$ cat config.mk
export PLATFORM = sky130hd
export DESIGN_NAME = intel_hex_dump_encoder
export DESIGN_NICKNAME = d
export VERILOG_FILES = /design/src/rtl/ihex_pkg.sv /design/src/rtl/ihex_front.sv /design/src/rtl/ihex_fifo.sv /design/src/rtl/ihex_back.sv /design/src/rtl/intel_hex_dump_encoder.sv
export SDC_FILE = /design/constraint.sdc
export NUM_CORES = 1
export LEC_CHECK = 0
export BUFFER_PORTS_ARGS = -buffer_cell sky130_fd_sc_hd__clkbuf_2
export CORE_UTILIZATION = 50
export DETAILED_ROUTE_END_ITERATION = 6
export MAX_ROUTING_LAYER = met4
export PLACE_DENSITY = 0.66
export SYNTH_ARGS = -nofsm -noshare
export SYNTH_HDL_FRONTEND = slang
export SYNTH_HIERARCHICAL = 1
export SYNTH_SLANG_ARGS = --single-unit
export TNS_END_PERCENT = 50
$ cat constraint.sdc
create_clock -name clk -period 9.45 [get_ports clk]
set_input_delay 0.4725 -clock clk [delete_from_list [all_inputs] [get_ports clk]]
set_output_delay 0.4725 -clock clk [all_outputs]
set_load 0.01 [all_outputs]
$ cat src/rtl/ihex_pkg.sv
// ----------------------------------------------------------------------------
// ihex_pkg
// Shared sizes, the record descriptor passed from front to back, and
// the ASCII codes used in the Intel HEX text.
// ----------------------------------------------------------------------------
package ihex_pkg;

	localparam int MEM_BYTES    = 4096;
	localparam int RECORD_BYTES = 32;

	localparam int ADDR_W = (MEM_BYTES > 1) ? $clog2(MEM_BYTES) : 1;
	// wide enough for MEM_BYTES itself at its largest value
	localparam int REM_W  = 17;

	// queue between front and back, depth is a power of two
	localparam int QPTR_W      = 1;
	localparam int QUEUE_DEPTH = 1 << QPTR_W;

	localparam logic [6:0] CH_COLON = 7'h3A;
	localparam logic [6:0] CH_ZERO  = 7'h30;
	localparam logic [6:0] CH_ONE   = 7'h31;
	localparam logic [6:0] CH_F     = 7'h46;
	localparam logic [6:0] CH_SEVEN = 7'h37;
	localparam logic [6:0] CH_CR    = 7'h0D;
	localparam logic [6:0] CH_LF    = 7'h0A;

	typedef struct packed {
		logic [7:0]  data;
		logic        first;
		logic [7:0]  rec_len;
		logic [15:0] a16;
		logic [7:0]  chk;
		logic        rec_last;
		logic        mem_last;
	} ihex_desc_t;

endpackage

$ cat src/rtl/ihex_front.sv
// ----------------------------------------------------------------------------
// ihex_front
// Tracks the byte address and record checksum, classifies each incoming
// byte and pushes one descriptor per byte into the queue.
// ----------------------------------------------------------------------------
module ihex_front (
	input  logic                clk,
	input  logic                arst_n,
	input  logic [7:0]          data_byte,
	input  logic                in_valid,
	output logic                in_ready,
	input  logic                q_full,
	output logic                q_push,
	output ihex_pkg::ihex_desc_t q_desc
);
	import ihex_pkg::*;

	logic [ADDR_W-1:0] addr_q;
	logic [ADDR_W-1:0] rec_start_q;
	logic [7:0]        off_q;
	logic [7:0]        sum_q;

	logic [REM_W-1:0]  remain;
	logic [7:0]        rec_len;
	logic [15:0]       a16;
	logic              first;
	logic              mem_last;
	logic              rec_last;
	logic [7:0]        sum_base;
	logic [7:0]        sum_new;

	always_comb begin
		remain   = REM_W'(MEM_BYTES) - REM_W'(rec_start_q);
		rec_len  = (remain < REM_W'(RECORD_BYTES)) ? remain[7:0] : 8'(RECORD_BYTES);
		a16      = 16'(rec_start_q);
		first    = (off_q == 8'd0);
		mem_last = (addr_q == ADDR_W'(MEM_BYTES - 1));
		rec_last = ({1'b0, off_q} + 9'd1 >= {1'b0, rec_len}) || mem_last;
		sum_base = first ? (rec_len + a16[15:8] + a16[7:0]) : sum_q;
		sum_new  = sum_base + data_byte;
	end

	assign in_ready = !q_full;
	assign q_push   = in_valid && in_ready;

	always_comb begin
		q_desc.data     = data_byte;
		q_desc.first    = first;
		q_desc.rec_len  = rec_len;
		q_desc.a16      = a16;
		q_desc.chk      = ~sum_new + 8'd1;
		q_desc.rec_last = rec_last;
		q_desc.mem_last = mem_last;
	end

	always_ff @(posedge clk or negedge arst_n) begin
		if (!arst_n) begin
			addr_q      <= '0;
			rec_start_q <= '0;
			off_q       <= '0;
			sum_q       <= '0;
		end else if (q_push) begin
			if (mem_last) begin
				// wrap to a fresh image
				addr_q      <= '0;
				rec_start_q <= '0;
				off_q       <= '0;
				sum_q       <= '0;
			end else if (rec_last) begin
				addr_q      <= addr_q + 1'b1;
				rec_start_q <= addr_q + 1'b1;
				off_q       <= '0;
				sum_q       <= '0;
			end else begin
				addr_q <= addr_q + 1'b1;
				off_q  <= off_q + 8'd1;
				sum_q  <= sum_new;
			end
		end
	end

endmodule

$ cat src/rtl/ihex_fifo.sv
// ----------------------------------------------------------------------------
// ihex_fifo
// Short descriptor queue decoupling the front from the character sequencer.
// ----------------------------------------------------------------------------
module ihex_fifo (
	input  logic                 clk,
	input  logic                 arst_n,
	input  logic                 push,
	input  ihex_pkg::ihex_desc_t wr_desc,
	output logic                 full,
	input  logic                 pop,
	output ihex_pkg::ihex_desc_t rd_desc,
	output logic                 not_empty
);
	import ihex_pkg::*;

	ihex_desc_t        mem_q [QUEUE_DEPTH];
	logic [QPTR_W-1:0] wr_ptr_q;
	logic [QPTR_W-1:0] rd_ptr_q;
	logic [QPTR_W:0]   count_q;

	logic do_push;
	logic do_pop;

	assign full      = (count_q == (QPTR_W+1)'(QUEUE_DEPTH));
	assign not_empty = (count_q != '0);
	assign rd_desc   = mem_q[rd_ptr_q];
	assign do_push   = push && !full;
	assign do_pop    = pop && not_empty;

	always_ff @(posedge clk) begin
		if (do_push) begin
			mem_q[wr_ptr_q] <= wr_desc;
		end
	end

	always_ff @(posedge clk or negedge arst_n) begin
		if (!arst_n) begin
			wr_ptr_q <= '0;
			rd_ptr_q <= '0;
			count_q  <= '0;
		end else begin
			if (do_push) begin
				wr_ptr_q <= wr_ptr_q + 1'b1;
			end
			if (do_pop) begin
				rd_ptr_q <= rd_ptr_q + 1'b1;
			end
			unique case ({do_push, do_pop})
				2'b10:   count_q <= count_q + 1'b1;
				2'b01:   count_q <= count_q - 1'b1;
				default: count_q <= count_q;
			endcase
		end
	end

endmodule

$ cat src/rtl/ihex_back.sv
// ----------------------------------------------------------------------------
// ihex_back
// Character sequencer: walks header, data digits, checksum and end-of-file
// segments for the descriptor at the queue head, one character per cycle
// while the queue holds a descriptor and the output is not stalled, into a registered output stage.
// ----------------------------------------------------------------------------
module ihex_back (
	input  logic                 clk,
	input  logic                 arst_n,
	input  ihex_pkg::ihex_desc_t head,
	input  logic                 head_valid,
	output logic                 pop,
	output logic [6:0]           out_char,
	output logic                 last,
	output logic                 file_done,
	output logic                 out_valid,
	input  logic                 out_ready
);
	import ihex_pkg::*;

	typedef enum logic [1:0] {
		PH_HDR,
		PH_DATA,
		PH_CHK,
		PH_EOF
	} phase_t;

	phase_t     phase_q;
	logic [3:0] cnt_q;
	logic       act_q;

	logic [6:0] char_q;
	logic       last_q;
	logic       done_q;
	logic       valid_q;

	phase_t     cur_phase;
	phase_t     nxt_phase;
	logic [3:0] cur_cnt;
	logic       seg_end;
	logic       item_end;
	logic       load;
	logic       step;
	logic [6:0] ch;

	function automatic logic [6:0] hex_digit(input logic [3:0] v);
		return (v < 4'hA) ? (CH_ZERO + 7'(v)) : (CH_SEVEN + 7'(v));
	endfunction

	always_comb begin
		cur_phase = act_q ? phase_q : (head.first ? PH_HDR : PH_DATA);
		cur_cnt   = act_q ? cnt_q : 4'd0;
	end

	always_comb begin
		ch        = CH_ZERO;
		seg_end   = 1'b0;
		nxt_phase = cur_phase;
		item_end  = 1'b0;
		unique case (cur_phase)
			PH_HDR: begin
				unique case (cur_cnt)
					4'd0:    ch = CH_COLON;
					4'd1:    ch = hex_digit(head.rec_len[7:4]);
					4'd2:    ch = hex_digit(head.rec_len[3:0]);
					4'd3:    ch = hex_digit(head.a16[15:12]);
					4'd4:    ch = hex_digit(head.a16[11:8]);
					4'd5:    ch = hex_digit(head.a16[7:4]);
					4'd6:    ch = hex_digit(head.a16[3:0]);
					default: ch = CH_ZERO;
				endcase
				seg_end   = (cur_cnt == 4'd8);
				nxt_phase = PH_DATA;
			end
			PH_DATA: begin
				ch        = (cur_cnt == 4'd0) ? hex_digit(head.data[7:4])
				                              : hex_digit(head.data[3:0]);
				seg_end   = (cur_cnt == 4'd1);
				nxt_phase = PH_CHK;
				item_end  = seg_end && !head.rec_last;
			end
			PH_CHK: begin
				unique case (cur_cnt)
					4'd0:    ch = hex_digit(head.chk[7:4]);
					4'd1:    ch = hex_digit(head.chk[3:0]);
					4'd2:    ch = CH_CR;
					default: ch = CH_LF;
				endcase
				seg_end   = (cur_cnt == 4'd3);
				nxt_phase = PH_EOF;
				item_end  = seg_end && !head.mem_last;
			end
			PH_EOF: begin
				// ":00000001FF" CR LF
				unique case (cur_cnt)
					4'd0:    ch = CH_COLON;
					4'd8:    ch = CH_ONE;
					4'd9:    ch = CH_F;
					4'd10:   ch = CH_F;
					4'd11:   ch = CH_CR;
					4'd12:   ch = CH_LF;
					default: ch = CH_ZERO;
				endcase
				seg_end   = (cur_cnt == 4'd12);
				item_end  = seg_end;
			end
			default: begin
				ch = CH_ZERO;
			end
		endcase
	end

	assign load = !valid_q || out_ready;
	assign step = head_valid && load;
	assign pop  = step && item_end;

	always_ff @(posedge clk or negedge arst_n) begin
		if (!arst_n) begin
			phase_q <= PH_HDR;
			cnt_q   <= '0;
			act_q   <= 1'b0;
			valid_q <= 1'b0;
			char_q  <= '0;
			last_q  <= 1'b0;
			done_q  <= 1'b0;
		end else begin
			if (step) begin
				char_q  <= ch;
				last_q  <= item_end;
				done_q  <= item_end && (cur_phase == PH_EOF);
				valid_q <= 1'b1;
				if (item_end) begin
					act_q <= 1'b0;
				end else if (seg_end) begin
					act_q   <= 1'b1;
					phase_q <= nxt_phase;
					cnt_q   <= '0;
				end else begin
					act_q   <= 1'b1;
					phase_q <= cur_phase;
					cnt_q   <= cur_cnt + 4'd1;
				end
			end else if (load) begin
				valid_q <= 1'b0;
			end
		end
	end

	assign out_char  = char_q;
	assign last      = last_q;
	assign file_done = done_q;
	assign out_valid = valid_q;

endmodule

$ cat src/rtl/intel_hex_dump_encoder.sv
// ----------------------------------------------------------------------------
// intel_hex_dump_encoder
// Turns a stream of memory bytes into Intel HEX text, one character a cycle when not stalled.
// ----------------------------------------------------------------------------
// Input channel: data_byte with in_valid / in_ready, one memory byte per
// transaction, in ascending address order from zero.
// Output channel: out_char, last, file_done with out_valid / out_ready, one
// ASCII character per transaction. last marks the final character caused by
// a byte; file_done marks the LF ending the end-of-file record.
// A byte inside a record gives 2 characters; a byte opening a record gives 11,
// one closing a record 4 more, and the last memory byte 13 more. The character
// sequencer emits one character per cycle while the receiver keeps out_ready
// high and the queue holds a descriptor, and sets the rate.
// With the queue empty, an accepted byte is written into the queue and its
// first character is then registered in the output stage.
// The front classifies bytes and computes checksums ahead of the sequencer;
// a two-entry queue lets it keep taking bytes while output is stalled.
// When the receiver stalls, the held character stays on the outputs and the
// queue fills, after which in_ready drops. Reset clears the address, the
// checksum, the queue and the output stage; there is no clearing pass.
// ----------------------------------------------------------------------------
module intel_hex_dump_encoder (
	input  logic       clk,
	input  logic       arst_n,
	input  logic [7:0] data_byte,
	input  logic       in_valid,
	output logic       in_ready,
	output logic [6:0] out_char,
	output logic       last,
	output logic       file_done,
	output logic       out_valid,
	input  logic       out_ready
);
	import ihex_pkg::*;

	ihex_desc_t wr_desc;
	ihex_desc_t rd_desc;
	logic       q_push;
	logic       q_full;
	logic       q_pop;
	logic       q_not_empty;

	ihex_front u_front (
		.clk       (clk),
		.arst_n    (arst_n),
		.data_byte (data_byte),
		.in_valid  (in_valid),
		.in_ready  (in_ready),
		.q_full    (q_full),
		.q_push    (q_push),
		.q_desc    (wr_desc)
	);

	ihex_fifo u_fifo (
		.clk       (clk),
		.arst_n    (arst_n),
		.push      (q_push),
		.wr_desc   (wr_desc),
		.full      (q_full),
		.pop       (q_pop),
		.rd_desc   (rd_desc),
		.not_empty (q_not_empty)
	);

	ihex_back u_back (
		.clk        (clk),
		.arst_n     (arst_n),
		.head       (rd_desc),
		.head_valid (q_not_empty),
		.pop        (q_pop),
		.out_char   (out_char),
		.last       (last),
		.file_done  (file_done),
		.out_valid  (out_valid),
		.out_ready  (out_ready)
	);

endmodule
Word level (Yosys, flattened, before mapping)
Memories as Yosys holds them, arrays and structs flattened. Cells that the tools add are included. Widths: inputs -> output; s select.

Bits in registers: 61. Bits in writable memories: 78. Input bits: 12. Output and inout port bits: 11. Memories kept: 1.

$add $sub $neg: 33. Magnitude comparators: 12. Equality and inequality tests: 18. Multiplexer cells: 38. Bitwise logic cells: 2. Reduce and logical (&&, ||, !) cells: 24.

Memories: u_fifo.mem_q (words 2, width 39, rd ports 1, clocked after Yosys merged registers in 0, wr ports 1, line ihex_fifo.sv:17) `ihex_desc_t mem_q [QUEUE_DEPTH];`.

Operator list (count): $add 6x4->7 const A (18); $mux 7 (11); $pmux 7 s7 (1); $mux 8 (6); $lt 4x4->1 const B (9); $mux 12 (3); $pmux 7 s5 (1); $pmux 7 s4 (1); $pmux 7 s3 (1); $eq 4x4->1 const B (5); $lt 17x6->1 const B (1); $add 8x1->8 const B (2); $add 8x8->8 (2); $add 6x4->7 const AB (2); $sub 13x12->14 const A (1); $add 12x1->12 const B (1); $eq 12x12->1 const B (1); $eq 4x3->1 const B (3); $add 8x1->9 const B (1); $ge 9x8->1 (1); $add 8x4->8 (1); $eq 2x2->1 const B (4); $eq 4x2->1 const B (2); $logic_and 1x1->1 (8); other kinds (24) (41).

Depth between registers and ports, before layout
Gate-level depths: netlist of the first run.

Word-level depth: 9. Gate-level depth with buffers: 25. Gate-level depth less buffers: 24.

Hierarchy
Netlist of the first run, hierarchy kept.

Modules (own cells, without submodules): ihex_front (instances 1, cells each 380, area each 3397.0 um2, sequential area each 1001.0 um2); ihex_fifo (instances 1, cells each 152, area each 3321.9 um2, sequential area each 2682.6 um2); ihex_back (instances 1, cells each 319, area each 2354.8 um2, sequential area each 425.4 um2).

Least setup slack after synthesis of the first run
No wires, ideal clock.

Path kind: register to register. From: reg u_front.rec_start_q[1]. To: mem u_fifo/mem_q[0][9] (netlist bit), data pin. Data arrival time: 4.751 ns. Required time: 9.184 ns. Setup slack: 4.433 ns. Cell stages (with the launch flop): 26. Buffers on the path: 1. Path through: dfrtp_1 inv_1 ha_1 nor3b_4 nand4_1 nor3_2 a31oi_1 nor4_2 buf_4 nand2_1 fa_1 inv_1 ha_1 fa_1 a21oi_1 nor2_1 nor2_1 xor2_1 o21ai_0 ha_1 nor3b_1 a21oi_1 o311ai_0 a211oi_1 a21boi_1 xnor2_1.

RTL lines: start, declared (line ihex_front.sv:19) `logic [ADDR_W-1:0] rec_start_q;`; start signal, assigned (line ihex_front.sv:71) `rec_start_q <= addr_q + 1'b1;`; end, declared (line ihex_fifo.sv:17).

==> impl_metrics.ini, run 1 <==
[global_routing]
grt_pass1_wl_mm = 32.9
grt_max_degree = 51
grt_usage = 0.241
gr-total-overflow = 0
grt_pass1_vias = 6292
antenna_found_initial = 0

[yosys]
synth_edf_count = 86
netlist_area_um2 = 9070
ys_types = 85
yosys.area.top_type = edfxtp_1
synth-main-ff-cell = edfxtp_1
synthArstFlopShare = 0.415
ys_top_cells_by_area = edfxtp_1 (28%), dfrtp_1 (17%), mux2_2 (6.1%), ha_1 (5.5%), xnor2_1 (3.5%)
syn_inst = 851
synth.area.mux_share = 0.0678
ys_warn_count = 6
synth_xor_area_frac = 0.0512
yosysTopAreaCellShare = 0.285
post_synth.cell_area_avg_um2 = 10.7
ys_seq_area_frac = 0.453
ys_seq_elements = 147
synth_fa_ha_area_frac = 0.0684
synth_top_family_by_area = compound AO/OA/AOI/OAI gates
synth-simple-area-share = 0.145
synth_compound_area_frac = 0.158

[timing]
setup_violations = 0
clock_skew_ps = 11.5
hold_violations = 0
setup_slack_ps = 3260
fin_crit_sh = 0.655
max-slew-margin-rel = 0.266
finalSetupTns_ps = 0
slew_viol_final = 0
grt_setup_unrepaired = no
fmax_ghz = 0.162
finalCriticalPeriod_ps = 6190
worstMarginPinSlew_ps = 1100

[power]
pwr-share-comb = 0.456
swShare = 0.407
clockPowerShare = 0.198
power.leakage_nw = 3.85
intPower_mw = 1.83
p_sw_mw = 1.26
p_seq_frac = 0.346
ir_worst_vdd_uv = 294
p_per_area_nw_per_um2 = 317

[routing]
routedWlPerCell_um = 18.8
first_pass_iters = 5
drc_errors = 0
vias = 6540
wirelength_mm = 20.6
vias_per_cell = 5.96
ant_nets = 0
drt_iter0_drc = 475

[clock_tree]
cts_resized = 0
tritoncts = yes
numCtsBuffers = 17
clk_path_buf_depth = 2
post-cts-setup-buffers = 0
htree_levels = 4
cts.reportedPaths.clkPinSlew_ps = 70
cts_hold_buffers = 1
root_buffer = clkbuf_16
clock_latency_ps = 420
cts.sinks = 147

[place]
buffer_ports.inserted = 22
dp.cells = 1064
post-dp-hpwl_mm = 15.0
pre_cts_slack_ps = 3380
gp_congestion = 0.877

[cells_and_area]
stdcell_count = 1097
final_common_cell = edfxtp_1
fin_nets = 917
utilization = 0.556
final_layout_size_suffix_gt1_frac = 0.150
area_delta_synth_final_pct = 7.53
n_antenna_cell = 0
fillers = 1526
final_cell_mix = edfxtp_1 (86), nand2_1 (76), dfrtp_1 (61)

[run]
max_cap_viol_count = 0

[die]
num_io_pins = 23
initial_core_util = 0.517
die_area_um2 = 18700
core_area_um2 = 17500
die_w_um = 137
rows = 48
die_height_um = 137

[setup_path]
path_class = flop to flop
critPathCaptureType = flop
cp.arrival_ps = 6350
cp_max_fo = 11
cp.required_ps = 9610
critPathLaunchType = flop

[outcome]
status = complete, no violations

[hold_path]
worstHoldPathType = input port to flop
## critical path: stages (launching register included)
cell and delay, ps:
dfrtp_1 450, inv_1 160, ha_1 200, nor3b_4 330, nand4_1 210, nor3_2 190, a31oi_1 70, nor4_2 710
nand2_1 220, fa_1 530, inv_1 40, ha_1 220, fa_1 430, a21oi_1 160, nor2_1 50, nor2_1 100
xor2_1 80, o21ai_0 260, ha_1 340, nor3b_1 160, a21oi_1 180, o311ai_0 230, a211oi_1 280, a21boi_1 230
xnor2_1 90
## power by group through the flow
stage / Sequential (mW) / Combinational, mW / Clock [mW]
after floorplan: 1.03 / 1.12 / 0
after global placement: 1.07 / 1.36 / 0
after detailed placement: 1.08 / 1.40 / 0
after CTS: 1.07 / 1.40 / 0.626
after global routing: 1.10 / 1.56 / 0.651
final: 1.07 / 1.41 / 0.613
## synthesized netlist by cell type, types with 10 or more instances
cell,number
edfxtp_1,86
nand2_1,76
dfrtp_1,61
o21ai_0,55
mux2_2,49
inv_1,47
ha_1,40
nor2_1,38
a21oi_1,37
xnor2_1,36
buf_4,22
nand3_1,21
nor2b_1,17
xor2_1,17
or3_1,10
## path summary, 6_finish.rpt
check | start | end | slack [ps] | cells past startpoint
min in group asynchronous | arst_n | u_back/last | 480 | 2
setup / recovery | u_front/rec_start_q[1] | u_fifo/mem_q[1][9] | 3260 | 24
hold / removal | data_byte[6] | u_fifo/mem_q[1][41] | 270 | 1
max in group asynchronous | arst_n | u_front/sum_q[2] | 7980 | 3
setup reg to reg | u_front/rec_start_q[1] | u_fifo/mem_q[1][9] | 3260 | 24
hold reg to reg | u_back/last | u_back/last | 490 | 1
## state kept, by name, summed over array words and instances (netlist names)
signal               count
u_fifo/wr_ptr_q          1
u_back/file_done         1
u_front/addr_q          12
u_front/rec_start_q     12
u_front/off_q            8
u_back/last              1
u_back/out_valid         1
u_fifo/count_q           2
u_fifo/mem_q            86
u_fifo/rd_ptr_q          1
u_front/sum_q            8
u_back/phase_q           2
u_back/cnt_q             4
u_back/act_q             1
u_back/out_char          7
## layer usage
layer | wire length, µm | share of wire | GRT usage | vias to the layer above
li1 | - | - | - | 3160
met1 | 9700 | 0.47 | 0.308 | 3210
met2 | 9810 | 0.48 | 0.387 | 138
met3 | 671 | 0.033 | 0.0426 | 32
met4 | 390 | 0.019 | 0.0759 | 0
met5 | 0 | 0 | - | -
## logic make-up (layout without fill, tap and decap cells)
| kind of cell | after synthesis | count (layout) |
|---|---|---|
| XOR/XNOR | 53 | 53 |
| other | 2 | 8 |
| buffers and inverters | 95 | 110 |
| adder cells (fa/ha/maj) | 46 | 46 |
| AND/OR/NAND/NOR | 244 | 244 |
| flip-flops | 147 | 147 |
| AO/OA/AOI/OAI | 209 | 209 |
| multiplexers | 55 | 55 |
## metrics by stage
step / cell area, µm² / hold slack (ps) / total power [mW]
after floorplan: 9100 / 177 / 2.14
after global placement: 9210 / 367 / 2.43
after detailed placement: 9210 / 385 / 2.48
after CTS: 9760 / 249 / 3.10
after global routing: 9760 / 261 / 3.31
final: 9760 / 269 / 3.09
## cell type report
type / instances / area, µm² / area share
multi-input cells: 615 / 4490 / 0.460
flip-flops and latches: 147 / 4110 / 0.421
clock buffers: 19 / 433 / 0.0444
well taps: 225 / 282 / 0.0289
inverters: 50 / 188 / 0.0192
repair buffers: 28 / 158 / 0.0162
clock inverters: 13 / 100 / 0.0103
(Power assumes the default switching activity.)
==> inputs of run 2 (changes only) <==
--- a/config.mk
+++ b/config.mk
@@ -9,7 +9,7 @@
 export CORE_UTILIZATION = 50
 export DETAILED_ROUTE_END_ITERATION = 6
 export MAX_ROUTING_LAYER = met4
-export PLACE_DENSITY = 0.66
+export PLACE_DENSITY = 0.69
 export SYNTH_ARGS = -nofsm -noshare
 export SYNTH_HDL_FRONTEND = slang
 export SYNTH_HIERARCHICAL = 1
==> constraint.sdc (replaced) <==
create_clock -name clk -period 5.05 [get_ports clk]
set_input_delay 0.2525 -clock clk [delete_from_list [all_inputs] [get_ports clk]]
set_output_delay 0.2525 -clock clk [all_outputs]
set_load 0.01 [all_outputs]
==> run 2 against run 1 <==
Net effect: utilization grew 3.7 points; die area is the same; critical endpoint unchanged; clock skew shrank 3.1 ps; critical path depth shrank 6; non-clock buffer count grew 48; power grew 100%; first-iteration DRC count grew 30%; largest cell class unchanged.
==> impl_metrics.ini, run 2 (synthesis results as in run 1) <==
[power]
power.leakage_nw = 4.12
ir_worst_vdd_uv = 492
p_per_area_nw_per_um2 = 603
power_mw = 6.28

[setup_path]
path_class = flop to flop
crit_slowest_cell = or4_4
max_stage_delay_ps = 530
worstRegToRegCells = 18
cp_cell_sequence = buf_4, or4_4, nor2_2, a31oi_1, nor4_2, nand2_1, fa_1, inv_1, ha_2, fa_2, mux2_2, ha_4, a211o_1, a2111o_1, o311ai_4, a211oi_4, a21boi_2, xnor2_1
critPathLaunchType = flop
critPathCaptureType = flop
cp.required_ps = 5210
cp.arrival_ps = 5200
cp_max_fo = 6

[routing]
wirelength_mm = 20.9
routedWlPerCell_um = 18.2
ant_nets = 0
drc_errors = 0
drt_iter0_drc = 616
first_pass_iters = 5
vias = 6795
vias_per_cell = 5.93

[timing]
fin_crit_sh = 0.996
hold_violations = 0
finalSetupTns_ps = 0
clock_skew_ps = 8.45
grt_setup_unrepaired = yes
setup_violations = 0
max-slew-margin-rel = 0.281
fmax_ghz = 0.199
worstMarginPinSlew_ps = 1080
slew_viol_final = 0
finalCriticalPeriod_ps = 5030
hold-worst-slack_ps = 52.0
setup_slack_ps = 18.7

[die]
initial_core_util = 0.517
die_w_um = 137
die_height_um = 137
die_area_um2 = 18700
num_io_pins = 23
rows = 48
core_area_um2 = 17500

[hold_path]
worstHoldPathType = input port to flop
hold_path_depth = 1

[clock_tree]
cts.reportedPaths.clkPinSlew_ps = 60
cts.sinks = 147
numCtsBuffers = 17
clock_latency_ps = 420
root_buffer = clkbuf_16
htree_levels = 4
tritoncts = yes
clk_path_buf_depth = 2

[cells_and_area]
largest_register_ffs = 86
regMostFlops = u_fifo/mem_q
n_antenna_cell = 0
final_layout_size_suffix_gt1_frac = 0.238
utilization = 0.594
fin_nets = 965
top_regs = u_fifo/mem_q: 86 flops, u_front/addr_q: 12 flops, u_front/rec_start_q: 12 flops
final_cell_mix = edfxtp_1 (86), nand2_1 (76), dfrtp_1 (60)
stdcell_count = 1145
final_area_um2 = 10400
fillers = 1474
area_delta_synth_final_pct = 14.8
final_common_cell = edfxtp_1

[place]
buffer_ports.inserted = 22
dp.cells = 1099
gp_congestion = 0.936
post-dp-hpwl_mm = 14.5
pre_cts_slack_ps = -273
dpl_cell_area_um2 = 9490

[run]
max_cap_viol_count = 0

[global_routing]
antenna_found_initial = 0
grt_pass1_wl_mm = 33.3
grt_pass1_vias = 6507
grt_usage = 0.245
gr-total-overflow = 0
grt_max_degree = 45

[outcome]
status = complete, no violations
## run 2: power breakdown
part / switching [mW] / internal, mW / total, mW
Combinational: 1.75 / 1.31 / 3.06
Sequential: 0.305 / 1.74 / 2.04
Clock: 0.502 / 0.685 / 1.19
## run 2: metal layers
metal | vias to the layer above | global-route usage | share of wire
met5 | - | - | 0
met4 | 0 | 0.0981 | 0.026
met3 | 36 | 0.0463 | 0.043
met2 | 177 | 0.378 | 0.46
met1 | 3331 | 0.316 | 0.47
li1 | 3251 | - | -
## run 2: area by class of cell
class,count,area [µm²],share of cell area
inverters,50,188,0.0180
clock buffers,19,433,0.0416
repair buffers,76,526,0.0505
multi-input cells,615,4750,0.456
clock inverters,13,125,0.0120
flip-flops and latches,147,4110,0.395
well taps,225,282,0.0270
## run 2: timing repair
action                                  in CTS  in global routing
hold buffers                                 1                  0
resized for setup                           20                 37
setup buffers                                9                  5
endpoints found under the hold margin       21                  0
endpoints found under the setup margin       7                 11
pin swaps                                    9                 19
## run 2: worst paths after layout
kind                                        start  slack (ps)                  end
max                        u_front/rec_start_q[2]          20   u_fifo/mem_q[1][9]
min                                  data_byte[4]          50  u_fifo/mem_q[1][39]
max reg2reg                u_front/rec_start_q[2]          20   u_fifo/mem_q[1][9]
min reg2reg                      u_front/sum_q[0]         480     u_front/sum_q[0]
max in group asynchronous                  arst_n        3720    u_front/addr_q[9]
min in group asynchronous                  arst_n         360      u_back/cnt_q[1]
## run 2: critical path: cells and delay by family, from the launching register on
family / cells / cell delay (ps)
compound gates: 6 / 1320
xor+xnor: 1 / 140
fa+ha+maj: 4 / 1290
buf+inv: 2 / 220
flops: 1 / 400
mux: 1 / 310
simple gates: 4 / 1100
